`src/rtl/dtcp_pkg.sv`:
```
// ----------------------------------------------------------------------------
// dtcp_pkg
// Shared types and constants of the DTC response parser.
// ----------------------------------------------------------------------------
package dtcp_pkg;

  localparam int unsigned MaxFrameBytes = 4096;
  localparam int unsigned PosW          = $clog2(MaxFrameBytes + 1);

  localparam logic [7:0] NegResponse = 8'h7F;
  localparam logic [7:0] ReadDtcSid  = 8'h19;
  localparam logic [7:0] PosOffset   = 8'h40;
  localparam logic [7:0] ByteMask    = 8'hFF;
  localparam logic [7:0] PosResponse = (ReadDtcSid + PosOffset) & ByteMask;

  localparam int unsigned QueueDepth = 4;
  localparam int unsigned QueuePtrW  = $clog2(QueueDepth);
  localparam int unsigned QueueCntW  = $clog2(QueueDepth + 1);

  typedef enum logic [1:0] {
    KIND_DTC  = 2'd0,
    KIND_DONE = 2'd1,
    KIND_FAIL = 2'd2
  } kind_e;

  typedef struct packed {
    kind_e       kind;
    logic [23:0] dtc_code;
    logic [7:0]  dtc_status;
    logic [15:0] ecu_id;
    logic        last;
  } result_t;

endpackage

```
`src/rtl/dtcp_parse.sv`:
```
// ----------------------------------------------------------------------------
// dtcp_parse
// Per-byte frame parser: prefix detection, service decoding and record
// extraction. Produces up to two results for each accepted byte.
// ----------------------------------------------------------------------------
module dtcp_parse (
  input  logic                  clk_i,
  input  logic                  rst_ni,
  input  logic                  fire_i,
  input  logic [7:0]            data_byte_i,
  input  logic                  frame_end_i,
  input  logic                  batch_end_i,
  input  logic [7:0]            status_mask_i,
  output dtcp_pkg::result_t     res0_o,
  output dtcp_pkg::result_t     res1_o,
  output logic [1:0]            res_cnt_o
);

  logic [dtcp_pkg::PosW-1:0] pos_q, pos_d, p;
  logic                      fpz_q, fpz_d, fpz_new;
  logic                      hp_q, hp_d, hp_new;
  logic [15:0]               src_q, src_d;
  logic [7:0]                svc_q, svc_d;
  logic [23:0]               code_q, code_d;
  logic                      failed_q, failed_d;
  logic                      active, in_prefix, rec_emit, fail_emit, done_emit;
  logic [15:0]               ecu;
  dtcp_pkg::result_t         rec_res, done_res;

  assign active  = !failed_q && (pos_q < dtcp_pkg::PosW'(dtcp_pkg::MaxFrameBytes));
  assign fpz_new = (pos_q == '0) ? (data_byte_i == 8'h00) : fpz_q;
  assign hp_new  = (pos_q == dtcp_pkg::PosW'(1)) ? (fpz_q && data_byte_i == 8'h00) : hp_q;
  assign in_prefix = hp_new && (pos_q < dtcp_pkg::PosW'(4));
  assign p   = hp_new ? (pos_q - dtcp_pkg::PosW'(4)) : pos_q;
  assign ecu = hp_new ? src_q : 16'h0000;

  always_comb begin
    pos_d     = pos_q;
    fpz_d     = fpz_q;
    hp_d      = hp_q;
    src_d     = src_q;
    svc_d     = svc_q;
    code_d    = code_q;
    failed_d  = failed_q;
    rec_emit  = 1'b0;
    fail_emit = 1'b0;
    if (active) begin
      fpz_d = fpz_new;
      hp_d  = hp_new;
      if (in_prefix) begin
        if (pos_q == dtcp_pkg::PosW'(2)) begin
          src_d = {data_byte_i, 8'h00};
        end else if (pos_q == dtcp_pkg::PosW'(3)) begin
          src_d = {src_q[15:8], data_byte_i};
        end
      end else if (p == '0) begin
        svc_d = data_byte_i;
      end else if (p >= dtcp_pkg::PosW'(3)) begin
        if (svc_q == dtcp_pkg::NegResponse) begin
          if (p == dtcp_pkg::PosW'(3)) begin
            fail_emit = 1'b1;
            failed_d  = 1'b1;
          end
        end else if (svc_q == dtcp_pkg::PosResponse) begin
          if (p[1:0] != 2'd2) begin
            code_d = {code_q[15:0], data_byte_i};
          end else if ((data_byte_i & status_mask_i) != 8'h00) begin
            rec_emit = 1'b1;
          end
        end
      end
    end
    if (pos_q < dtcp_pkg::PosW'(dtcp_pkg::MaxFrameBytes)) begin
      pos_d = pos_q + dtcp_pkg::PosW'(1);
    end
    done_emit = batch_end_i && !failed_d;
    if (batch_end_i || frame_end_i) begin
      pos_d  = '0;
      fpz_d  = 1'b1;
      hp_d   = 1'b0;
      src_d  = 16'h0000;
      svc_d  = 8'h00;
      code_d = 24'h000000;
    end
    if (batch_end_i) begin
      failed_d = 1'b0;
    end
  end

  always_comb begin
    rec_res.kind       = rec_emit ? dtcp_pkg::KIND_DTC : dtcp_pkg::KIND_FAIL;
    rec_res.dtc_code   = rec_emit ? code_q : 24'h000000;
    rec_res.dtc_status = rec_emit ? data_byte_i : 8'h00;
    rec_res.ecu_id     = ecu;
    rec_res.last       = !done_emit;
    done_res.kind       = dtcp_pkg::KIND_DONE;
    done_res.dtc_code   = 24'h000000;
    done_res.dtc_status = 8'h00;
    done_res.ecu_id     = 16'h0000;
    done_res.last       = 1'b1;
    if (rec_emit || fail_emit) begin
      res0_o    = rec_res;
      res1_o    = done_res;
      res_cnt_o = done_emit ? 2'd2 : 2'd1;
    end else begin
      res0_o    = done_res;
      res1_o    = done_res;
      res_cnt_o = done_emit ? 2'd1 : 2'd0;
    end
    if (!fire_i) begin
      res_cnt_o = 2'd0;
    end
  end

  always_ff @(posedge clk_i or negedge rst_ni) begin
    if (!rst_ni) begin
      pos_q    <= '0;
      fpz_q    <= 1'b1;
      hp_q     <= 1'b0;
      src_q    <= 16'h0000;
      svc_q    <= 8'h00;
      code_q   <= 24'h000000;
      failed_q <= 1'b0;
    end else if (fire_i) begin
      pos_q    <= pos_d;
      fpz_q    <= fpz_d;
      hp_q     <= hp_d;
      src_q    <= src_d;
      svc_q    <= svc_d;
      code_q   <= code_d;
      failed_q <= failed_d;
    end
  end

endmodule

```
`src/rtl/dtcp_queue.sv`:
```
// ----------------------------------------------------------------------------
// dtcp_queue
// Small result queue taking up to two results per cycle and giving one per cycle while ready_i is high.
// ----------------------------------------------------------------------------
module dtcp_queue (
  input  logic                           clk_i,
  input  logic                           rst_ni,
  input  dtcp_pkg::result_t              push0_i,
  input  dtcp_pkg::result_t              push1_i,
  input  logic [1:0]                     push_cnt_i,
  output logic                           room_o,
  output logic                           valid_o,
  input  logic                           ready_i,
  output dtcp_pkg::result_t              data_o
);

  dtcp_pkg::result_t                mem_q [dtcp_pkg::QueueDepth];
  logic [dtcp_pkg::QueuePtrW-1:0]   wr_q, rd_q;
  logic [dtcp_pkg::QueueCntW-1:0]   cnt_q, cnt_d;
  logic                             pop;

  assign valid_o = (cnt_q != '0);
  assign pop     = valid_o && ready_i;
  assign room_o  = (cnt_q <= dtcp_pkg::QueueCntW'(dtcp_pkg::QueueDepth - 2));
  assign data_o  = mem_q[rd_q];
  assign cnt_d   = cnt_q + dtcp_pkg::QueueCntW'(push_cnt_i)
                   - dtcp_pkg::QueueCntW'(pop);

  always_ff @(posedge clk_i) begin
    if (push_cnt_i != 2'd0) begin
      mem_q[wr_q] <= push0_i;
    end
    if (push_cnt_i == 2'd2) begin
      mem_q[wr_q + dtcp_pkg::QueuePtrW'(1)] <= push1_i;
    end
  end

  always_ff @(posedge clk_i or negedge rst_ni) begin
    if (!rst_ni) begin
      wr_q  <= '0;
      rd_q  <= '0;
      cnt_q <= '0;
    end else begin
      wr_q  <= wr_q + dtcp_pkg::QueuePtrW'(push_cnt_i);
      rd_q  <= rd_q + dtcp_pkg::QueuePtrW'(pop);
      cnt_q <= cnt_d;
    end
  end

endmodule

```
`src/rtl/dtc_response_parser.sv`:
```
// ----------------------------------------------------------------------------
// dtc_response_parser
// Streaming parser for diagnostic DTC response frames, one byte per request.
// ----------------------------------------------------------------------------
// The block accepts one byte request in every cycle while the queue has room
// and decodes it in that cycle; each byte yields zero, one or two results,
// which enter a four-entry result queue. Input is ready while the queue has
// room for two results. The queue delivers one result per cycle while the
// output is ready, so the output port limits long runs of two-result bytes.
module dtc_response_parser (
  input  logic        clk_i,
  input  logic        rst_ni,
  input  logic        cfg_valid_i,
  output logic        cfg_ready_o,
  input  logic [7:0]  cfg_status_mask_i,
  input  logic        in_valid_i,
  output logic        in_ready_o,
  input  logic [7:0]  data_byte_i,
  input  logic        frame_end_i,
  input  logic        batch_end_i,
  output logic        out_valid_o,
  input  logic        out_ready_i,
  output logic [1:0]  kind_o,
  output logic [23:0] dtc_code_o,
  output logic [7:0]  dtc_status_o,
  output logic [15:0] ecu_id_o,
  output logic        last_o
);

  logic [7:0]        status_mask_q;
  logic              fire, room;
  logic [1:0]        res_cnt;
  dtcp_pkg::result_t res0, res1, head;

  assign cfg_ready_o = 1'b1;
  assign in_ready_o  = room;
  assign fire        = in_valid_i && room;

  always_ff @(posedge clk_i or negedge rst_ni) begin
    if (!rst_ni) begin
      status_mask_q <= dtcp_pkg::ByteMask;
    end else if (cfg_valid_i) begin
      status_mask_q <= cfg_status_mask_i;
    end
  end

  dtcp_parse u_parse (
    .clk_i         (clk_i),
    .rst_ni        (rst_ni),
    .fire_i        (fire),
    .data_byte_i   (data_byte_i),
    .frame_end_i   (frame_end_i),
    .batch_end_i   (batch_end_i),
    .status_mask_i (status_mask_q),
    .res0_o        (res0),
    .res1_o        (res1),
    .res_cnt_o     (res_cnt)
  );

  dtcp_queue u_queue (
    .clk_i      (clk_i),
    .rst_ni     (rst_ni),
    .push0_i    (res0),
    .push1_i    (res1),
    .push_cnt_i (res_cnt),
    .room_o     (room),
    .valid_o    (out_valid_o),
    .ready_i    (out_ready_i),
    .data_o     (head)
  );

  assign kind_o       = head.kind;
  assign dtc_code_o   = head.dtc_code;
  assign dtc_status_o = head.dtc_status;
  assign ecu_id_o     = head.ecu_id;
  assign last_o       = head.last;

endmodule
```
`config.mk`:
```
export PLATFORM = sky130hd
export DESIGN_NAME = dtc_response_parser
export DESIGN_NICKNAME = d
export VERILOG_FILES = /design/src/rtl/dtcp_pkg.sv /design/src/rtl/dtcp_parse.sv /design/src/rtl/dtcp_queue.sv /design/src/rtl/dtc_response_parser.sv
export SDC_FILE = /design/constraint.sdc
export NUM_CORES = 1
export LEC_CHECK = 0
export ABC_AREA = 1
export BUFFER_PORTS_ARGS = -buffer_cell sky130_fd_sc_hd__buf_2
export CAP_MARGIN = 0
export CORE_AREA = 2 2 143 145
export DETAILED_ROUTE_END_ITERATION = 10
export DIE_AREA = 0 0 145 147
export PLACE_DENSITY = 0.9
export SETUP_SLACK_MARGIN = 0.05
export SLEW_MARGIN = 20
export SYNTH_ARGS = -nofsm -noshare
export SYNTH_HDL_FRONTEND = slang
export SYNTH_SLANG_ARGS = --single-unit
```
`constraint.sdc`:
```
create_clock -name clk_i -period 11.33 [get_ports clk_i]
set_clock_uncertainty 0.05 [all_clocks]
set_input_delay 0 -clock clk_i [delete_from_list [all_inputs] [get_ports clk_i]]
set_output_delay 0 -clock clk_i [all_outputs]
set_load 0.05 [all_outputs]
```
==> results.json, run 1 <==
{
  "outcome": "finished clean",
  "synthFlopType": "dfxtp_1",
  "cts_buffers": 28,
  "finalSetupTns_ps": 0,
  "cpMaxStageDelayCell": "buf_4",
  "firstDrtPassIters": 6,
  "die_area_um2": 21300,
  "grt_usage_pct": 33.6,
  "peakVddDrop_uv": 187,
  "avgSynthCellArea_um2": 8.13,
  "slowest_delay_ps": 820,
  "async_reset_ff_share_pct": 27.9,
  "worst-path-buf-inv": 5,
  "syn_nets": 1609,
  "synth_seq_area_share_pct": 47.5,
  "numPortBuffers": 75,
  "clk_path_buf_depth": 3,
  "arrival_ps": 6070,
  "yosysWarnings": 0,
  "max_freq_mhz": 176,
  "grt_max_degree": 104,
  "leakage_nw": 6.55,
  "drt-initial-drc-count": 1536,
  "ys_ff_latch": 283,
  "critPathMaxFanout": 80,
  "drtAntennaViolNets": 0,
  "yosysUniqueCellTypes": 41,
  "endpoint_kind": "register",
  "area_delta_synth_final_pct": 12.4,
  "grt_pass1_wl_mm": 59.2,
  "crit_required_ps": 11730,
  "hold_violations": 0,
  "startpoint_type": "register",
  "clockRootBuffer": "clkbuf_16",
  "wl_per_cell_um": 19.0,
  "gp_congestion": 0.936,
  "die_w_um": 145,
  "cts_tree": "done",
  "vias": 12078,
  "synth-edff-count": 0,
  "grt_pass1_vias": 11809,
  "nets": 1647,
  "viasPerCell": 6.35,
  "htreeDepth": 1,
  "relSlewSlack_pct": 27.7,
  "num-fill-cells": 1390,
  "rsz0062_at_grt": "false",
  "core_area_um2": 19800,
  "rows": 52,
  "place_area_um2": 13100,
  "ios": 77,
  "clk_pin_slew_ps": 60,
  "syn-cell-area_um2": 12800,
  "p_per_area_nw_per_um2": 340,
  "synthCells": 1571,
  "finalSetupViolations": 0,
  "design_area_um2": 14400,
  "initial_utilization_pct": 64.4,
  "path_class": "register to register",
  "post-route-min-period_ps": 5670,
  "drv_cap": 0,
  "drc": 0,
  "crit_family": "simple AND/OR/NAND/NOR gates",
  "die_h_um": 147,
  "slew_violations": 0,
  "antenna_found_initial": 2,
  "drt-total-wl_mm": 36.2,
  "grt_overflow": 0,
  "fin_util_pct": 72.4,
  "fin_crit_sh_pct": 50.0,
  "hp-class": "primary input to async pin",
  "tightest_slew_ps": 1080,
  "clkSinkCount": 283,
  "dp.final_hpwl_mm": 20.2,
  "layout-drive-gt1-share_pct": 15.7,
  "path_cells": "inv_1, ha_1, nand2_1, inv_1, nand3_1, nor2_2, nand2_4, nand2_4, inv_2, nand4_1, nand2_1, nor2_1, nand3_1, nand2_4, ha_1, inv_1, nor2_1, nor2_1, nor3_4, buf_4, o21ai_0, a21oi_1",
  "clock_latency_ps": 540
}
[final cells by class]
type                            count  area, µm²  area share (%)
Clock inverter                     10       76.3           0.531
Inverter                           91        347            2.41
Multi-Input combinational cell   1087       5870            40.9
Timing Repair Buffer              118        787            5.48
Sequential cell                   283       6070            42.3
Tap cell                          270        338            2.35
Clock buffer                       42        865            6.02
Antenna cell                        1       2.50          0.0174
[stage by stage]
| step | std cells | hold WS (ps) | worst slack, ps | power (mW) |
|---|---|---|---|---|
| floorplan | 1571 | -346 | 7200 | 3.34 |
| global placement | 1816 | 163 | 6160 | 3.76 |
| detailed placement | 1816 | 173 | 5890 | 3.85 |
| CTS | 1901 | 39.4 | 5870 | 4.82 |
| global route | 1901 | 71.7 | 5330 | 5.16 |
| finish | 1902 | 18.5 | 5660 | 4.89 |
[repair_timing]
action,in CTS,in global routing
endpoints found under the setup margin,0,0
resized for setup,0,0
buffers inserted,0,0
hold endpoints to repair,134,0
hold buffers,33,0
[flip-flops by register name, summed over array words and instances, names as in the netlist, 2 cells and up]
register        count
u_parse.svc_q       8
status_mask_q       8
u_queue.rd_q        2
u_parse.code_q     24
u_queue.cnt_q       3
u_parse.pos_q      13
u_queue.mem_q     204
u_queue.wr_q        2
u_parse.src_q      16
[where the power goes]
part	total, mW	internal, mW	switching [mW]
Sequential	1.68	1.44	0.237
Combinational	2.27	0.621	1.65
Clock	0.941	0.548	0.392
[cells by family after synthesis]
group | after synthesis | share of synthesized area, %
buf+inv | 201 | 6.71
mux | 4 | 0.353
fa+ha+maj | 15 | 1.53
compound gates | 630 | 26.6
simple gates | 428 | 16.6
other cells | 1 | 0.0294
flops | 283 | 47.5
xor+xnor | 9 | 0.617
[synthesized netlist by cell type (3+ instances only)]
master | number | area, µm²
a21oi_1 | 181 | 906
a21oi_2 | 35 | 307
a221oi_1 | 3 | 26.3
buf_12 | 4 | 80.1
buf_2 | 5 | 25.0
buf_4 | 3 | 22.5
clkbuf_1 | 96 | 360
dfrtp_1 | 70 | 1750
dfstp_2 | 9 | 236
dfxtp_1 | 204 | 4080
ha_1 | 14 | 175
inv_1 | 88 | 330
mux2_2 | 4 | 45.0
nand2_1 | 141 | 529
nand2_2 | 7 | 43.8
nand2_4 | 45 | 507
nand3_1 | 33 | 165
nand4_1 | 9 | 56.3
nor2_1 | 164 | 616
nor2_2 | 4 | 25.0
nor2_4 | 4 | 45.0
nor3_1 | 12 | 60.1
nor3_2 | 4 | 40.0
nor4_1 | 3 | 18.8
o21ai_0 | 339 | 1700
o21ai_1 | 6 | 30.0
o22ai_1 | 61 | 382
xor2_1 | 7 | 61.3
[layer usage]
metal	vias up	global-route usage (%)	share of wire, %
met1	5646	42.7	38
li1	5431	-	-
met3	179	7.36	11
met2	822	55.5	47
met5	-	0	0
met4	0	14.8	4.3
[worst paths after layout]
check	endpoint	from	cells past startpoint	slack [ps]
max	u_queue.mem_q[2][18]	u_parse.pos_q[2]	22	5660
min in group clk_i	u_queue.wr_q[1]	in_valid_i	4	50
min	u_parse.src_q[3]	rst_ni	2	20
min reg2reg	u_queue.mem_q[3][0]	u_queue.mem_q[3][0]	2	430
max in group asynchronous	u_queue.rd_q[0]	rst_ni	2	10620
max reg2reg	u_queue.mem_q[2][18]	u_parse.pos_q[2]	22	5660
[layout by cell type (no fill, tap or decap), types with 6 or more instances in the layout]
cell           count
nand2_2            7
nor3_1            12
dfrtp_1           69
o22ai_1           61
buf_4             10
dfstp_2            9
clkbuf_8           9
nand4_1            9
nand3_1           33
dfxtp_1          204
clkbuf_16         29
inv_1             83
ha_1              14
xor2_1             7
dlygate4sd3_1     33
clkinv_2           8
o21ai_0          339
nand2_4           45
a21oi_1          181
o21ai_1            6
inv_2              6
buf_2             74
nor2_1           164
nand2_1          141
a21oi_2           35
Note: power is estimated with default switching activity, not from simulation.
==> inputs of run 2 (changes only) <==
CORE_AREA = 2 2 148 150   (was 2 2 143 145)
DIE_AREA = 0 0 150 152   (was 0 0 145 147)
PLACE_DENSITY = 0.85   (was 0.9)
clock period = 5.4 ns   (was 11.33 ns; I/O delays follow)
==> run 2 against run 1 <==
Clock power rose by 120%. Register-to-register slack worse by 5100 ps. Die area grew 7.0%. Critical endpoint is now u_queue.mem_q[0][0]. Largest cell class unchanged. Highest routed layer unchanged.
==> results.json, run 2 (synthesized netlist as in run 1, its figures left out) <==
{
  "post-route-min-period_ps": 4850,
  "r2r_slack_ps": 550,
  "sw_frac_of_total_pct": 45.9,
  "clkPwrFrac_pct": 19.9,
  "leakage_nw": 6.65,
  "dp.final_hpwl_mm": 21.7,
  "clockRootBuffer": "clkbuf_16",
  "top_regs": "u_queue.mem_q x204, u_parse.code_q x24, u_parse.src_q x16",
  "layout_common_cells": "o21ai_0, dfxtp_1, a21oi_1, nor2_1, nand2_1",
  "gp_congestion": 0.934,
  "die_h_um": 152,
  "die_area_um2": 22800,
  "clock_latency_ps": 550,
  "slew_violations": 0,
  "power_mw": 10.2,
  "initial_utilization_pct": 59.8,
  "crit_required_ps": 5790,
  "largest_reg_flops": 204,
  "antenna_found_initial": 0,
  "hp-class": "primary input to register",
  "place_ws_ps": 545,
  "hp-start": "in_valid_i",
  "drv_cap": 0,
  "hold_violations": 0,
  "die_w_um": 150,
  "r2r_start": "u_parse.pos_q[2]",
  "startpoint_type": "register",
  "numPortBuffers": 75,
  "wl_per_cell_um": 18.1,
  "core_area_um2": 21400,
  "vias": 11703,
  "max_freq_mhz": 206,
  "seq_area_um2": 6070,
  "critPathMaxFanout": 31,
  "largest-register": "u_queue.mem_q",
  "clk_pin_slew_ps": 60,
  "tightest_slew_ps": 1100,
  "power_frac_seq_pct": 34.3,
  "layout-drive-gt1-share_pct": 16.2,
  "intPower_mw": 5.54,
  "r2r-end": "u_queue.mem_q[0][0]",
  "finalSetupViolations": 0,
  "outcome": "finished clean",
  "fin_util_pct": 68.3,
  "cts_setup_buffers": 0,
  "grt_max_degree": 104,
  "drt-total-wl_mm": 34.9,
  "path_class": "register to register",
  "clk_path_buf_depth": 3,
  "grt_overflow": 0,
  "rows": 54,
  "final_common_cell": "o21ai_0",
  "grt_pass1_vias": 10946,
  "cts_buffers": 29,
  "hold_end": "u_queue.wr_q[1]",
  "p_comb_share_pct": 45.8,
  "drt-initial-drc-count": 1238,
  "area_delta_synth_final_pct": 14.1,
  "switchingPower_mw": 4.70,
  "diodes": 0,
  "viasPerCell": 6.07,
  "finalSetupTns_ps": 0,
  "cts_tree": "done",
  "htreeDepth": 1,
  "firstDrtPassIters": 8,
  "rsz0062_at_grt": "false",
  "fin_crit_sh_pct": 89.8,
  "num-fill-cells": 1634,
  "endpoint_kind": "register",
  "drtAntennaViolNets": 0,
  "peakVddDrop_uv": 467,
  "ios": 77,
  "nets": 1662,
  "arrival_ps": 5240,
  "r2r_cells": 26,
  "relSlewSlack_pct": 26.3,
  "drc": 0,
  "grt_pass1_wl_mm": 56.2,
  "clkSinkCount": 283,
  "p_per_area_nw_per_um2": 703,
  "multi_input_area_um2": 5880,
  "postLayoutSetupSlackWorst_ps": 551,
  "holdPathStages": 4,
  "grt_usage_pct": 30.0
}
-- run 2: through the flow --
step	hold slack (ps)	instance area, µm²	std cells
floorplan	-346	12800	1571
global placement	-107	13200	1839
detailed placement	-107	13200	1839
CTS	100	14600	1927
global route	171	14600	1927
finish	129	14600	1927
-- run 2: power by group through the flow --
stage	clock network, mW	logic [mW]	registers, mW
2_1_floorplan	0	3.64	3.36
3_3_place_gp	0	4.47	3.47
3_5_place_dp	0	4.59	3.51
4_1_cts	2.05	4.65	3.49
5_1_grt	2.14	5.09	3.59
6_report	2.03	4.69	3.51
-- run 2: what timing repair did --
| action | 4_1_cts | 5_1_grt |
|---|---|---|
| hold endpoints to repair | 151 | 0 |
| hold buffers | 34 | 0 |
| endpoints found under the setup margin | 0 | 41 |
| resized for setup | 0 | 2 |
-- run 2: how the worst max path moves through the flow --
stage                      from              endpoint  slack, ps  cells after the start
3_5_place_dp   u_parse.pos_q[2]   u_queue.mem_q[0][0]        540                     26
5_1_grt        u_parse.pos_q[2]   u_queue.mem_q[0][8]         50                     25
6_report       u_parse.pos_q[2]   u_queue.mem_q[0][0]        550                     26
3_3_place_gp   u_parse.pos_q[2]  u_queue.mem_q[0][49]        750                     26
4_1_cts        u_parse.pos_q[2]   u_queue.mem_q[2][4]        530                     25
2_1_floorplan  u_parse.pos_q[2]  u_queue.mem_q[1][37]       1270                     27
-- run 2: cell type report --
cell class              count  area share [%]
flip-flops and latches    283            41.7
well taps                 280            2.40
clock inverters             7           0.464
multi-input cells        1087            40.3
repair buffers            132            6.46
inverters                  91            2.38
clock buffers              47            6.28
-- run 2: critical path: stages, from the launching register on --
cell and delay, ps:
dfrtp_1 410, inv_1 170, ha_1 250, nand2_1 90
inv_1 60, nand3_1 70, nor2_2 140, nand2_4 100
nand2_4 240, inv_2 100, nand2_1 70, nand4_1 130
nor2_2 170, nand2_1 90, nand2_1 100, nand2_2 100
nand2_4 130, nand2_8 180, ha_1 390, inv_1 60
nor2_1 190, nor2_1 220, nor3_4 650, buf_12 270
inv_1 100, a21oi_1 120, o21ai_0 90
-- run 2: per-layer routing --
| metal | vias to the layer above | part of all wire (%) | global-route usage [%] |
|---|---|---|---|
| li1 | 5481 | - | - |
| met1 | 5588 | 42 | 41.3 |
| met2 | 557 | 47 | 48.7 |
| met3 | 77 | 8.8 | 4.74 |
| met4 | 0 | 2.6 | 9.57 |
| met5 | - | 0 | 0 |
